**src/design/rci_pkg.sv**
```systemverilog
// Package: widths, word types and cosine table for the joint interpolator.
package rci_pkg;

    localparam int JOINT_W    = 3;
    localparam int POS_W      = 12;
    localparam int DISP_W     = 13;
    localparam int STEP_W     = 10;
    localparam int DUR_W      = 10;
    localparam int PHASE_W    = 16;
    localparam int COS_W      = 16;
    localparam int COS_N      = 256;
    localparam int COS_IDX_W  = $clog2(COS_N);
    localparam int W_W        = 17;
    localparam int POSX_W     = 16;
    localparam int DIV_STAGES = PHASE_W;
    localparam int LATENCY    = DIV_STAGES + 7;

    localparam logic [DUR_W-1:0] DUR_RESET = DUR_W'(100);
    localparam logic [POS_W-1:0] POS_MAX   = {POS_W{1'b1}};

    localparam longint unsigned Q30_ONE = 64'd1073741824;
    localparam longint unsigned PI_Q30  = 64'd3373259426;
    localparam longint unsigned COS_M   = COS_N - 1;

    typedef logic signed [COS_W-1:0] cos_word_t;
    typedef cos_word_t [COS_N-1:0] cos_tab_t;

    typedef struct packed {
        logic [JOINT_W-1:0]       joint;
        logic [POS_W-1:0]         start;
        logic signed [DISP_W-1:0] disp;
        logic                     overrun;
        logic                     last;
    } side_t;

    typedef struct packed {
        logic                 valid;
        logic [PHASE_W-1:0]   phase;
        side_t                side;
    } phase_word_t;

    typedef struct packed {
        logic                 valid;
        logic [W_W-1:0]       w;
        side_t                side;
    } weight_word_t;

    // Taylor term n divisor: (2n-1)(2n) for cos, (2n)(2n+1) for sin
    function automatic longint unsigned series_div(longint unsigned x, bit odd, int n);
        longint unsigned q;
        q = 64'd0;
        case (n)
            1:       q = odd ? x / 64'd6   : x / 64'd2;
            2:       q = odd ? x / 64'd20  : x / 64'd12;
            3:       q = odd ? x / 64'd42  : x / 64'd30;
            4:       q = odd ? x / 64'd72  : x / 64'd56;
            5:       q = odd ? x / 64'd110 : x / 64'd90;
            6:       q = odd ? x / 64'd156 : x / 64'd132;
            7:       q = odd ? x / 64'd210 : x / 64'd182;
            8:       q = odd ? x / 64'd272 : x / 64'd240;
            9:       q = odd ? x / 64'd342 : x / 64'd306;
            default: q = odd ? x / 64'd420 : x / 64'd380;
        endcase
        return q;
    endfunction

    // Q30 Taylor series: cos(t) or sin(t), t in [0, pi/4]
    function automatic longint unsigned series_q30(longint unsigned t, bit odd);
        longint unsigned t2;
        longint unsigned term;
        longint          sum;
        t2   = (t * t) >> 30;
        term = odd ? t : Q30_ONE;
        sum  = longint'(term);
        for (int n = 1; n <= 10; n++)
        begin
            term = series_div(term * t2, odd, n);
            if (n % 2 == 1)
                sum = sum - longint'(term);
            else
                sum = sum + longint'(term);
        end
        if (sum < 0)
            sum = 0;
        if (sum > longint'(Q30_ONE))
            sum = longint'(Q30_ONE);
        return longint'(sum);
    endfunction

    function automatic cos_tab_t build_cos_tab();
        cos_tab_t        tab;
        longint unsigned k;
        longint unsigned v;
        longint unsigned e;
        bit              neg;
        for (int i = 0; i < COS_N; i++)
        begin
            k   = longint'(i);
            neg = 1'b0;
            if (2 * k > COS_M)
            begin
                k   = COS_M - k;
                neg = 1'b1;
            end
            if (4 * k <= COS_M)
                v = series_q30(PI_Q30 * k / COS_M, 1'b0);
            else
                v = series_q30(PI_Q30 * (COS_M - 2 * k) / (2 * COS_M), 1'b1);
            e = (v * 64'd32768 + (64'd1 << 29)) >> 30;
            if (e > 64'd32767)
                e = 64'd32767;
            tab[i] = neg ? -COS_W'(e) : COS_W'(e);
        end
        return tab;
    endfunction

    localparam cos_tab_t COS_TAB = build_cos_tab();

endpackage

```
**src/design/rci_div.sv**
```systemverilog
// Pipelined restoring divider: phase = (step << 16) / duration, one bit per stage.
module rci_div (
    input  logic                       clk,
    input  logic                       rst_n,
    input  logic                       in_valid,
    input  logic [rci_pkg::STEP_W-1:0] in_step,
    input  logic [rci_pkg::DUR_W-1:0]  in_dur,
    input  rci_pkg::side_t             in_side,
    output rci_pkg::phase_word_t       out_word
);
    import rci_pkg::*;

    logic                 valid_reg [DIV_STAGES];
    logic [DUR_W-1:0]     rem_reg   [DIV_STAGES];
    logic [PHASE_W-1:0]   quo_reg   [DIV_STAGES];
    logic [DUR_W-1:0]     dvs_reg   [DIV_STAGES];
    side_t                side_reg  [DIV_STAGES];

    genvar g;
    generate
        for (g = 0; g < DIV_STAGES; g++)
        begin : g_stage
            logic               v_in;
            logic [DUR_W-1:0]   r_in;
            logic [PHASE_W-1:0] q_in;
            logic [DUR_W-1:0]   d_in;
            side_t              s_in;
            logic [DUR_W:0]     r2;
            logic               ge;
            logic [DUR_W-1:0]   rem_next;
            logic [PHASE_W-1:0] quo_next;

            if (g == 0)
            begin : g_first
                assign v_in = in_valid;
                assign r_in = DUR_W'(in_step);
                assign q_in = '0;
                assign d_in = in_dur;
                assign s_in = in_side;
            end
            else
            begin : g_rest
                assign v_in = valid_reg[g-1];
                assign r_in = rem_reg[g-1];
                assign q_in = quo_reg[g-1];
                assign d_in = dvs_reg[g-1];
                assign s_in = side_reg[g-1];
            end

            always_comb
            begin
                r2       = {r_in, 1'b0};
                ge       = r2 >= {1'b0, d_in};
                rem_next = ge ? DUR_W'(r2 - {1'b0, d_in}) : DUR_W'(r2);
                quo_next = {q_in[PHASE_W-2:0], ge};
            end

            always_ff @(posedge clk or negedge rst_n)
            begin
                if (!rst_n)
                    valid_reg[g] <= 1'b0;
                else
                    valid_reg[g] <= v_in;
            end

            always_ff @(posedge clk)
            begin
                rem_reg[g]  <= rem_next;
                quo_reg[g]  <= quo_next;
                dvs_reg[g]  <= d_in;
                side_reg[g] <= s_in;
            end
        end
    endgenerate

    assign out_word.valid = valid_reg[DIV_STAGES-1];
    assign out_word.phase = quo_reg[DIV_STAGES-1];
    assign out_word.side  = side_reg[DIV_STAGES-1];

endmodule

```
**src/design/rci_interp.sv**
```systemverilog
// Cosine table lookup, linear interpolation and weight w = 0.5 - cos/2 in Q0.16.
module rci_interp (
    input  logic                   clk,
    input  logic                   rst_n,
    input  rci_pkg::phase_word_t   in_word,
    output rci_pkg::weight_word_t  out_word
);
    import rci_pkg::*;

    localparam int P_W    = PHASE_W + COS_IDX_W;
    localparam int DIFF_W = COS_W + 1;
    localparam int PROD_W = DIFF_W + PHASE_W + 1;
    localparam int S_W    = PROD_W + 1;

    // lookup stage
    logic                  lut_valid_reg;
    cos_word_t             t0_reg;
    cos_word_t             t1_reg;
    logic [PHASE_W-1:0]    f_reg;
    side_t                 lut_side_reg;

    // product stage
    logic                  mul_valid_reg;
    logic signed [PROD_W-1:0] prod_reg;
    cos_word_t             mt0_reg;
    side_t                 mul_side_reg;

    // weight stage
    logic                  w_valid_reg;
    logic [W_W-1:0]        w_reg;
    side_t                 w_side_reg;

    logic [P_W-1:0]        p;
    logic [COS_IDX_W-1:0]  idx;
    logic [COS_IDX_W-1:0]  idx_next;
    cos_word_t             t0_next;
    cos_word_t             t1_next;
    logic signed [DIFF_W-1:0] diff;
    logic signed [PROD_W-1:0] prod_next;
    logic signed [S_W-1:0]    s;
    logic signed [DIFF_W-1:0] c;
    logic [W_W-1:0]           w_next;

    always_comb
    begin
        p = (P_W'(in_word.phase) << COS_IDX_W) - P_W'(in_word.phase);
        idx = p[P_W-1:PHASE_W];
        if (idx > COS_IDX_W'(COS_N - 2))
            idx = COS_IDX_W'(COS_N - 2);
        idx_next = idx + COS_IDX_W'(1);
        t0_next  = COS_TAB[idx];
        t1_next  = COS_TAB[idx_next];
    end

    always_comb
    begin
        diff      = DIFF_W'(t1_reg) - DIFF_W'(t0_reg);
        prod_next = PROD_W'(diff) * $signed({1'b0, f_reg});
    end

    always_comb
    begin
        s      = (S_W'(mt0_reg) <<< PHASE_W) + S_W'(prod_reg) + S_W'(32768);
        c      = s[PHASE_W +: DIFF_W];
        w_next = W_W'(32'sd32768 - 32'(c));
    end

    always_ff @(posedge clk or negedge rst_n)
    begin
        if (!rst_n)
        begin
            lut_valid_reg <= 1'b0;
            mul_valid_reg <= 1'b0;
            w_valid_reg   <= 1'b0;
        end
        else
        begin
            lut_valid_reg <= in_word.valid;
            mul_valid_reg <= lut_valid_reg;
            w_valid_reg   <= mul_valid_reg;
        end
    end

    always_ff @(posedge clk)
    begin
        t0_reg       <= t0_next;
        t1_reg       <= t1_next;
        f_reg        <= p[PHASE_W-1:0];
        lut_side_reg <= in_word.side;
        prod_reg     <= prod_next;
        mt0_reg      <= t0_reg;
        mul_side_reg <= lut_side_reg;
        w_reg        <= w_next;
        w_side_reg   <= mul_side_reg;
    end

    assign out_word.valid = w_valid_reg;
    assign out_word.w     = w_reg;
    assign out_word.side  = w_side_reg;

endmodule

```
**src/design/rci_blend.sv**
```systemverilog
// Weight times displacement, rounding, end clamp and saturation to the position range.
module rci_blend (
    input  logic                        clk,
    input  logic                        rst_n,
    input  rci_pkg::weight_word_t       in_word,
    output logic                        done,
    output logic [rci_pkg::JOINT_W-1:0] joint_out,
    output logic [rci_pkg::POS_W-1:0]   setpoint,
    output logic                        clipped,
    output logic                        last_step,
    output logic                        step_overrun
);
    import rci_pkg::*;

    localparam int PROD_W = W_W + 1 + DISP_W;
    localparam int SUM_W  = 32;

    logic                      mul_valid_reg;
    logic signed [PROD_W-1:0]  prod_reg;
    side_t                     mul_side_reg;

    logic                      pos_valid_reg;
    logic signed [POSX_W-1:0]  pos_reg;
    side_t                     pos_side_reg;

    logic                      done_reg;
    logic [JOINT_W-1:0]        joint_reg;
    logic [POS_W-1:0]          setpoint_reg;
    logic                      clipped_reg;
    logic                      last_reg;
    logic                      overrun_reg;

    logic signed [PROD_W-1:0]  prod_next;
    logic signed [SUM_W-1:0]   sum;
    logic signed [POSX_W-1:0]  pos_next;
    logic [POS_W-1:0]          setpoint_next;
    logic                      clipped_next;

    assign prod_next = PROD_W'($signed({1'b0, in_word.w})) * PROD_W'(in_word.side.disp);

    always_comb
    begin
        sum = (SUM_W'($signed({1'b0, mul_side_reg.start})) <<< PHASE_W)
            + SUM_W'(prod_reg) + SUM_W'(32768);
        if (mul_side_reg.overrun)
            pos_next = POSX_W'($signed({1'b0, mul_side_reg.start}))
                     + POSX_W'(mul_side_reg.disp);
        else
            pos_next = sum[PHASE_W +: POSX_W];
    end

    always_comb
    begin
        if (pos_reg < 0)
        begin
            setpoint_next = '0;
            clipped_next  = 1'b1;
        end
        else if (pos_reg > POSX_W'(POS_MAX))
        begin
            setpoint_next = POS_MAX;
            clipped_next  = 1'b1;
        end
        else
        begin
            setpoint_next = pos_reg[POS_W-1:0];
            clipped_next  = 1'b0;
        end
    end

    always_ff @(posedge clk or negedge rst_n)
    begin
        if (!rst_n)
        begin
            mul_valid_reg <= 1'b0;
            pos_valid_reg <= 1'b0;
            done_reg      <= 1'b0;
        end
        else
        begin
            mul_valid_reg <= in_word.valid;
            pos_valid_reg <= mul_valid_reg;
            done_reg      <= pos_valid_reg;
        end
    end

    always_ff @(posedge clk)
    begin
        prod_reg     <= prod_next;
        mul_side_reg <= in_word.side;
        pos_reg      <= pos_next;
        pos_side_reg <= mul_side_reg;
        joint_reg    <= pos_side_reg.joint;
        setpoint_reg <= setpoint_next;
        clipped_reg  <= clipped_next;
        last_reg     <= pos_side_reg.last;
        overrun_reg  <= pos_side_reg.overrun;
    end

    assign done         = done_reg;
    assign joint_out    = joint_reg;
    assign setpoint     = setpoint_reg;
    assign clipped      = clipped_reg;
    assign last_step    = last_reg;
    assign step_overrun = overrun_reg;

endmodule

```
**src/design/raised_cosine_joint_interpolator.sv**
```systemverilog
// Top level: raised-cosine joint setpoint interpolator.
//
// Request channel: drive joint_index, start_position, displacement and
// step_index with start high; the word is taken at any clock edge where
// busy is low. busy is never raised, so a word can enter every cycle.
// Result channel: done is high for one cycle with joint_out, setpoint,
// clipped, last_step and step_overrun. The receiver cannot stall it.
// Pipeline: between the accepting edge and done the word passes the input
// register, 16 divider stages, lookup, interpolation product, weight,
// displacement product, sum and output register.
// Throughput: one word per cycle; the one-bit-per-stage divider that
// turns step/duration into a phase sets the pipeline depth.
// Results come out in request order.
// Config: APB register 0 at byte address 0 is move_duration (10 bits);
// write only while no request is in flight. Other addresses read as 0.
// Reset: rst_n clears all valid bits and sets move_duration to 100.
module raised_cosine_joint_interpolator (
    input  logic                        clk,
    input  logic                        rst_n,
    input  logic                        start,
    output logic                        busy,
    input  logic [rci_pkg::JOINT_W-1:0] joint_index,
    input  logic [rci_pkg::POS_W-1:0]   start_position,
    input  logic signed [rci_pkg::DISP_W-1:0] displacement,
    input  logic [rci_pkg::STEP_W-1:0]  step_index,
    input  logic                        psel,
    input  logic                        penable,
    input  logic                        pwrite,
    input  logic [1:0]                  paddr,
    input  logic [31:0]                 pwdata,
    output logic [31:0]                 prdata,
    output logic                        pready,
    output logic                        done,
    output logic [rci_pkg::JOINT_W-1:0] joint_out,
    output logic [rci_pkg::POS_W-1:0]   setpoint,
    output logic                        clipped,
    output logic                        last_step,
    output logic                        step_overrun
);
    import rci_pkg::*;

    localparam logic [1:0] ADDR_DURATION = 2'b00;

    logic [DUR_W-1:0]   dur_reg;
    logic [DUR_W-1:0]   dur_next;
    logic               cfg_write;

    logic               in_valid_reg;
    logic [STEP_W-1:0]  step_reg;
    logic [DUR_W-1:0]   in_dur_reg;
    side_t              side_reg;
    side_t              side_next;

    phase_word_t        phase_word;
    weight_word_t       weight_word;

    assign cfg_write = psel && penable && pwrite && pready;
    assign pready    = 1'b1;
    assign busy      = 1'b0;

    always_comb
    begin
        dur_next = dur_reg;
        if (cfg_write && paddr == ADDR_DURATION)
            dur_next = pwdata[DUR_W-1:0];
    end

    always_comb
    begin
        unique case (paddr)
            ADDR_DURATION: prdata = 32'(dur_reg);
            default:       prdata = '0;
        endcase
    end

    always_comb
    begin
        side_next.joint   = joint_index;
        side_next.start   = start_position;
        side_next.disp    = displacement;
        side_next.overrun = step_index >= dur_reg;
        side_next.last    = ({1'b0, step_index} + (STEP_W+1)'(1)) == {1'b0, dur_reg};
    end

    always_ff @(posedge clk or negedge rst_n)
    begin
        if (!rst_n)
        begin
            dur_reg      <= DUR_RESET;
            in_valid_reg <= 1'b0;
        end
        else
        begin
            dur_reg      <= dur_next;
            in_valid_reg <= start && !busy;
        end
    end

    always_ff @(posedge clk)
    begin
        step_reg   <= step_index;
        in_dur_reg <= dur_reg;
        side_reg   <= side_next;
    end

    rci_div u_div (
        .clk      (clk),
        .rst_n    (rst_n),
        .in_valid (in_valid_reg),
        .in_step  (step_reg),
        .in_dur   (in_dur_reg),
        .in_side  (side_reg),
        .out_word (phase_word)
    );

    rci_interp u_interp (
        .clk      (clk),
        .rst_n    (rst_n),
        .in_word  (phase_word),
        .out_word (weight_word)
    );

    rci_blend u_blend (
        .clk          (clk),
        .rst_n        (rst_n),
        .in_word      (weight_word),
        .done         (done),
        .joint_out    (joint_out),
        .setpoint     (setpoint),
        .clipped      (clipped),
        .last_step    (last_step),
        .step_overrun (step_overrun)
    );

endmodule

```
**config.mk**
```make
export PLATFORM = sky130hd
export DESIGN_NAME = raised_cosine_joint_interpolator
export DESIGN_NICKNAME = d
export VERILOG_FILES = /design/src/design/rci_pkg.sv /design/src/design/rci_div.sv /design/src/design/rci_interp.sv /design/src/design/rci_blend.sv /design/src/design/raised_cosine_joint_interpolator.sv
export SDC_FILE = /design/constraint.sdc
export NUM_CORES = 2
export LEC_CHECK = 0
export ABC_CLOCK_PERIOD_IN_PS = 7200
export BUFFER_PORTS_ARGS = -buffer_cell sky130_fd_sc_hd__buf_2
export CAP_MARGIN = 20
export CORE_ASPECT_RATIO = 1.4
export CORE_MARGIN = 10
export CORE_UTILIZATION = 57
export CTS_CLUSTER_DIAMETER = 80
export DETAILED_ROUTE_END_ITERATION = 12
export PLACE_DENSITY = 0.85
export SLEW_MARGIN = 20
export SYNTH_ARGS = -nofsm -noshare
export SYNTH_HDL_FRONTEND = slang
export SYNTH_SLANG_ARGS = --single-unit
```
**constraint.sdc**
```tcl
create_clock -name clk -period 7.2 [get_ports clk]
set_input_delay 0.72 -clock clk [delete_from_list [all_inputs] [get_ports clk]]
set_output_delay 0.72 -clock clk [all_outputs]
set_load 0.1 [all_outputs]
```
-- Yosys cells after proc, flatten, opt, wreduce, memory -nomap -nowiden
Memories as Yosys holds them, arrays and structs flattened. A register that Yosys moved wholly into a read port is not among the register bits.
Cells that the tools add are included.
- flip-flop bits (word level): 325
- memories kept: 6
- bits in writable memories: 1056
- bits of input ports: 78
- bits in read-only memories: 8192
- output and inout port bits: 53
- logic and storage cells: 140
- reductions and logical operators: 4
- magnitude comparators: 20
- muxes and demuxes: 21
- equal/unequal tests: 1
- multiply operators: 2
- add/sub/neg operators: 26
- memory list (memory ; depth ; width ; rd ports ; clocked after memory_dff ; wr ports ; line ; source):
    (name not given) ; 256 ; 16 ; 1 ; 1 ; 0 ; rci_interp.sv:51 ; t0_next = COS_TAB[idx];
    (name not given) ; 256 ; 16 ; 1 ; 1 ; 0 ; rci_interp.sv:52 ; t1_next = COS_TAB[idx_next];
    u_div.side_reg ; 16 ; 30 ; 16 ; 1 ; 16 ; rci_div.sv:17 ; side_t side_reg [DIV_STAGES];
    u_div.quo_reg ; 16 ; 16 ; 16 ; 0 ; 16 ; rci_div.sv:15 ; logic [PHASE_W-1:0] quo_reg [DIV_STAGES];
    u_div.dvs_reg ; 16 ; 10 ; 15 ; 0 ; 16 ; rci_div.sv:16 ; logic [DUR_W-1:0] dvs_reg [DIV_STAGES];
    u_div.rem_reg ; 16 ; 10 ; 15 ; 0 ; 16 ; rci_div.sv:14 ; logic [DUR_W-1:0] rem_reg [DIV_STAGES];
- operators with widths (cell ; count):
    11-bit by 10-bit >= comparator with 1-bit output ; 16
    10-bit two-way mux ; 17
    10-bit subtractor ; 16
    32-bit by 33-bit adder with 33-bit output ; 1
    33-bit by 17-bit adder with 33-bit output (second input constant) ; 1
    17-bit by 17-bit multiplier with 33-bit output ; 1
    29-bit by 31-bit adder with 32-bit output ; 1
    32-bit by 17-bit adder with 32-bit output (second input constant) ; 1
    18-bit by 13-bit multiplier with 31-bit output ; 1
    24-bit by 16-bit subtractor with 24-bit output ; 1
    16-bit by 16-bit subtractor with 17-bit output ; 1
    17-bit subtractor (first input constant) ; 1
    16-bit by 12-bit > comparator with 1-bit output (second input constant) ; 1
    16-bit by 1-bit < comparator with 1-bit output (second input constant) ; 1
    16-bit two-way mux ; 1
    13-bit by 13-bit adder with 14-bit output ; 1
    12-bit two-way mux ; 1
    10-bit by 1-bit adder with 11-bit output (second input constant) ; 1
    11-bit by 10-bit == test with 1-bit output ; 1
    10-bit >= comparator ; 1
    8-bit by 1-bit adder with 8-bit output (second input constant) ; 1
    8-bit > comparator (second input constant) ; 1
    8-bit two-way mux ; 1
    1-bit logical AND ; 3
    2 further kinds ; 2

-- Longest topological paths before layout
An unclocked memory read counts as a cell.
- depth after elaboration: 5
- depth in mapped cells: 33
- depth with buffers taken out: 33

-- Hierarchy
From an unflattened synthesis, not the netlist that was laid out.
- cells, all modules: 4943
- area, all modules: 56076.3 sq um
- by module, submodules not included (module ; area each (sq um) ; sequential area each (sq um) ; cells an instance ; instances):
    rci_div ; 28406.0 ; 18738.0 ; 2104 ; 1
    rci_interp ; 15152.0 ; 3078.0 ; 1538 ; 1
    rci_blend ; 10337.4 ; 1776.7 ; 1112 ; 1
    raised_cosine_joint_interpolator ; 2180.8 ; 1280.0 ; 189 ; 1

-- Least setup slack after synthesis
OpenSTA, ideal clock, no wires.
- kind: register to register
- start: reg u_interp.t1_reg[0]
- end: reg u_interp.prod_reg[31]
- path buffers: 2
- setup slack: -0.716 ns
- arrival time: 7.843 ns
- stages on the path, launching flop included: 31
- data required time: 7.128 ns
- period minus slack after synthesis: 7.916 ns
- cell sequence: dfxtp_1 > inv_1 > ha_1 > inv_1 > fa_1 > fa_1 > fa_1 > a211oi_1 > mux2_2 > clkbuf_1 > nand2_1 > fa_1 > inv_1 > fa_1 > clkbuf_1 > xnor2_1 > xnor2_1 > fa_1 > fa_1 > inv_1 > fa_1 > inv_1 > ha_1 > a21o_1 > a21oi_1 > o21ai_0 > a21oi_1 > o21ai_0 > or2_2 > a21oi_1 > xnor2_1
- word-level cells in the longest chain between the ends: 2
- RTL lines (what ; line ; source):
    start, declared ; rci_interp.sv:18 ; cos_word_t t1_reg;
    16-bit by 16-bit subtractor with 17-bit output ; rci_interp.sv:57 ; diff = DIFF_W'(t1_reg) - DIFF_W'(t0_reg);
    17-bit by 17-bit multiplier with 33-bit output ; rci_interp.sv:58 ; prod_next = PROD_W'(diff) * $signed({1'b0, f_reg});
    named net u_interp.prod_next[31] ; rci_interp.sv:39 ; logic signed [PROD_W-1:0] prod_next;
    end signal, assigned ; rci_interp.sv:90 ; prod_reg <= prod_next;
    end, declared ; rci_interp.sv:24 ; logic signed [PROD_W-1:0] prod_reg;
The timed path passes the listed nets, and every way through them passes these cells.
A chain may end at the register's enable or synchronous reset.

-- Worst setup path after layout
Ends and elaborated chain as after synthesis.

==> flow_summary_export.csv <==
group,metric,value,unit
worst_setup_path,timing.critical_path.buf_inv,10,
timing,post-route-period-util,1.036,
cts,clk_pin_slew_worst_paths,0.07,ns
synthesis,synth-seq-cells,1234,
place,io_buffers,84,
die,die_area,108000,um^2
timing,rsz0062_at_grt,"yes",
worst_setup_path,crit_type,"flop to flop",
synthesis,yosysMostFrequentCell,"dfxtp_1",
layout,nFillCells,6634,
synthesis,synth_area_leaders,"dfxtp_1 44%, fa_1 16%, ha_1 9.3%",
synthesis,syn_inst,4885,
grt,globalRouteOverflowTotal,0,
worst_setup_path,crit_top_cell,"fa_1",
timing,slew_viol_final,0,
route,vias,33390,
grt,grt_max_degree,34,
synthesis,synth_top_cell_by_area,"dfxtp_1",
job,maxCapViolCount,0,
worst_setup_path,crit_required,7.84,ns
timing,slew_headroom,0.3240,
place,gp_congestion,0.9360,
cts,clock_insertion_delay_worst_skew,0.72,ns
timing,fmax,0.1341,GHz
grt,grt.total_usage,0.1967,
timing,hold_violations,0,
layout,area_delta_synth_final,13.64,%
cts,root_buffer,"clkbuf_16",
worst_setup_path,cp_top_family,"adder cells",
place,dp_hpwl,78780,um
worst_setup_path,cp.arrival,8.10,ns
grt,grt_pass1_wl,173400,um
die,die_w,280.6,um
die,core.rowCount,133,
timing,worst_slack,-0.2573,ns
worst_setup_path,critPathMaxStageDelay,0.56,ns
layout,fin_cells,6478,
timing,skew,0.06466,ns
route,drtIter0Drc,1240,
cts,htreeDepth,3,
synthesis,ys_seq_area_frac,0.4590,
route,first_pass_iters,8,
synthesis,postSynthAreaPerCell,11.09,um^2
route,vias_per_cell,5.154,
place,dp_cells,6252,
timing,setup_viol,10,
die,core_region_area,94190,um^2
synthesis,synth_area,54190,um^2
route,ant_nets,0,
worst_setup_path,critPathLaunchType,"flop",
synthesis,synth_edf_count,0,
timing,worst_pin_slew,1.007,ns
outcome,status,"finished, violations left",
cts,cts_tree,"yes",
layout,drive_above_1_share,0.1355,
cts,postCtsHoldBufs,0,
synthesis,synth.top_cell.area_share,0.4437,
worst_hold_path,min_path_type,"input port to asynchronous set/reset pin",
worst_setup_path,critPathMaxFanout,4,
synthesis,ys.warnings.count,0,
grt,antenna_found_initial,2,
worst_setup_path,cp-end-kind,"flop",
route,remaining_drc_errors,0,
cts,cts.sinks,1234,
route,routed_wl,104300,um
outcome,violations,"setup timing",
die,die_h,384.8,um
die,start_util,0.5754,
cts,numCtsBuffers,106,
route,wl_per_cell,16.10,um
grt,grt_pass1_vias,37110,
layout,seqCellArea,24880,um^2
timing,period_needed,7.457,ns
synthesis,async_reset_ff_frac,0.02674,
die,ioPinCount,131,
synthesis,ys_types,86,
worst_setup_path,crit_slowest_cell,"fa_1",
synthesis,ys_top_cells_by_count,"1201 x dfxtp_1, 825 x inv_1, 445 x fa_1",
synthesis,ys_dominant_reg_cell,"dfxtp_1",
layout,multi_input_area,26360,um^2
layout,layout.nets,6102,
cts,clock_path_buffers,3,
layout,largest_reg_flops,480,
per-stage QoR:
| step | hold slack [ns] | area (um^2) | TNS [ns] | utilization | setup WS [ns] |
|---|---|---|---|---|---|
| finish | 0.04642 | 61590 | -1.277 | 0.6539 | -0.2573 |
| global route | 0.06428 | 61580 | -5.260 | 0.6538 | -0.5563 |
| CTS | 0.02051 | 61370 | -0.4291 | 0.6516 | -0.1642 |
| detailed placement | 0.3121 | 57040 | -5.006 | 0.6056 | -0.6515 |
| global placement | 0.3095 | 57040 | -3.139 | 0.6056 | -0.4836 |
| floorplan | 0.3096 | 54470 | 0 | - | 0.01248 |
layout by cell type, fill, tap and decap left out, drive strengths merged, types with 17 or more instances in the layout:
cell type  netlist  final
dfxtp         1201   1201
inv            825    834
fa             445    445
ha             404    404
nand2          311    311
buf             31    269
nor2           217    217
o21ai          161    161
xnor2          143    143
clkbuf          78    141
mux2           120    120
and2           114    114
a21oi           95     95
nor2b           84     84
nand2b          81     81
a21boi          61     61
xor2            60     60
nor3            44     44
nand3           41     41
a21o            33     33
dfrtp           30     30
nand4           30     30
o21a            24     24
conb             2     24
clkinv           0     23
mux2i           21     21
a221oi          18     18
bufinv           0     17
or3             17     17
path summary, 6_finish.rpt:
check / endpoint / from / cells after the start / slack [ns]
max in group asynchronous: u_interp.w_valid_reg / rst_n / 1 / 6.68
hold reg to reg: u_div.quo_reg[1][93] / u_div.quo_reg[1][76] / 0 / 0.27
min in group clk: in_valid_reg / start / 1 / 0.10
setup reg to reg: u_interp.prod_reg[31] / u_interp.t1_reg[0] / 31 / -0.26
setup / recovery: u_interp.prod_reg[31] / u_interp.t1_reg[0] / 31 / -0.26
hold / removal: in_valid_reg / rst_n / 1 / 0.05
cells by family after synthesis:
| group | Yosys count | share of synthesized area |
|---|---|---|
| adder cells (fa/ha/maj) | 849 | 0.2577 |
| multiplexers | 142 | 0.02923 |
| other | 2 | 0.0001386 |
| AO/OA/AOI/OAI | 525 | 0.06372 |
| buffers and inverters | 934 | 0.06672 |
| flip-flops | 1234 | 0.4590 |
| AND/OR/NAND/NOR | 995 | 0.09034 |
| XOR/XNOR | 204 | 0.03322 |
routing by layer:
layer  part of all wire  GRT usage  routed length [um]  vias up
met5            0.00012          0                  13        -
met4              0.063     0.1281                6519        2
met3              0.036    0.03158                3796      411
met2               0.56     0.3880               58210      756
met1               0.34     0.1821               35760    16230
li1                   -          -                   -    15990
cell type report:
class,count,share of cell area
diodes,1,0.00004063
clock buffers,141,0.04829
clock inverters,54,0.01447
inverters,825,0.05040
multi-input cells,2739,0.4280
flip-flops and latches,1234,0.4039
well taps,1215,0.02468
repair buffers,269,0.03019
what timing repair did:
| action | in CTS | in global routing |
|---|---|---|
| buffers inserted | 23 | 9 |
| pin swaps | 76 | 52 |
| endpoints found under the hold margin | 0 | 0 |
| setup endpoints to repair | 14 | 16 |
| resized for setup | 76 | 33 |
worst reg2reg max path: cells and delay by family, from the launching register on:
kind	cells	cell delay [ns]
flops	1	0.30
xor+xnor	1	0.12
fa+ha+maj	11	4.35
buf+inv	10	0.91
compound gates	6	1.22
simple gates	3	0.55
Power is left out: the tool's default activity adds up to more than one toggle a clock period on the data nets, which glitch-free logic cannot reach.
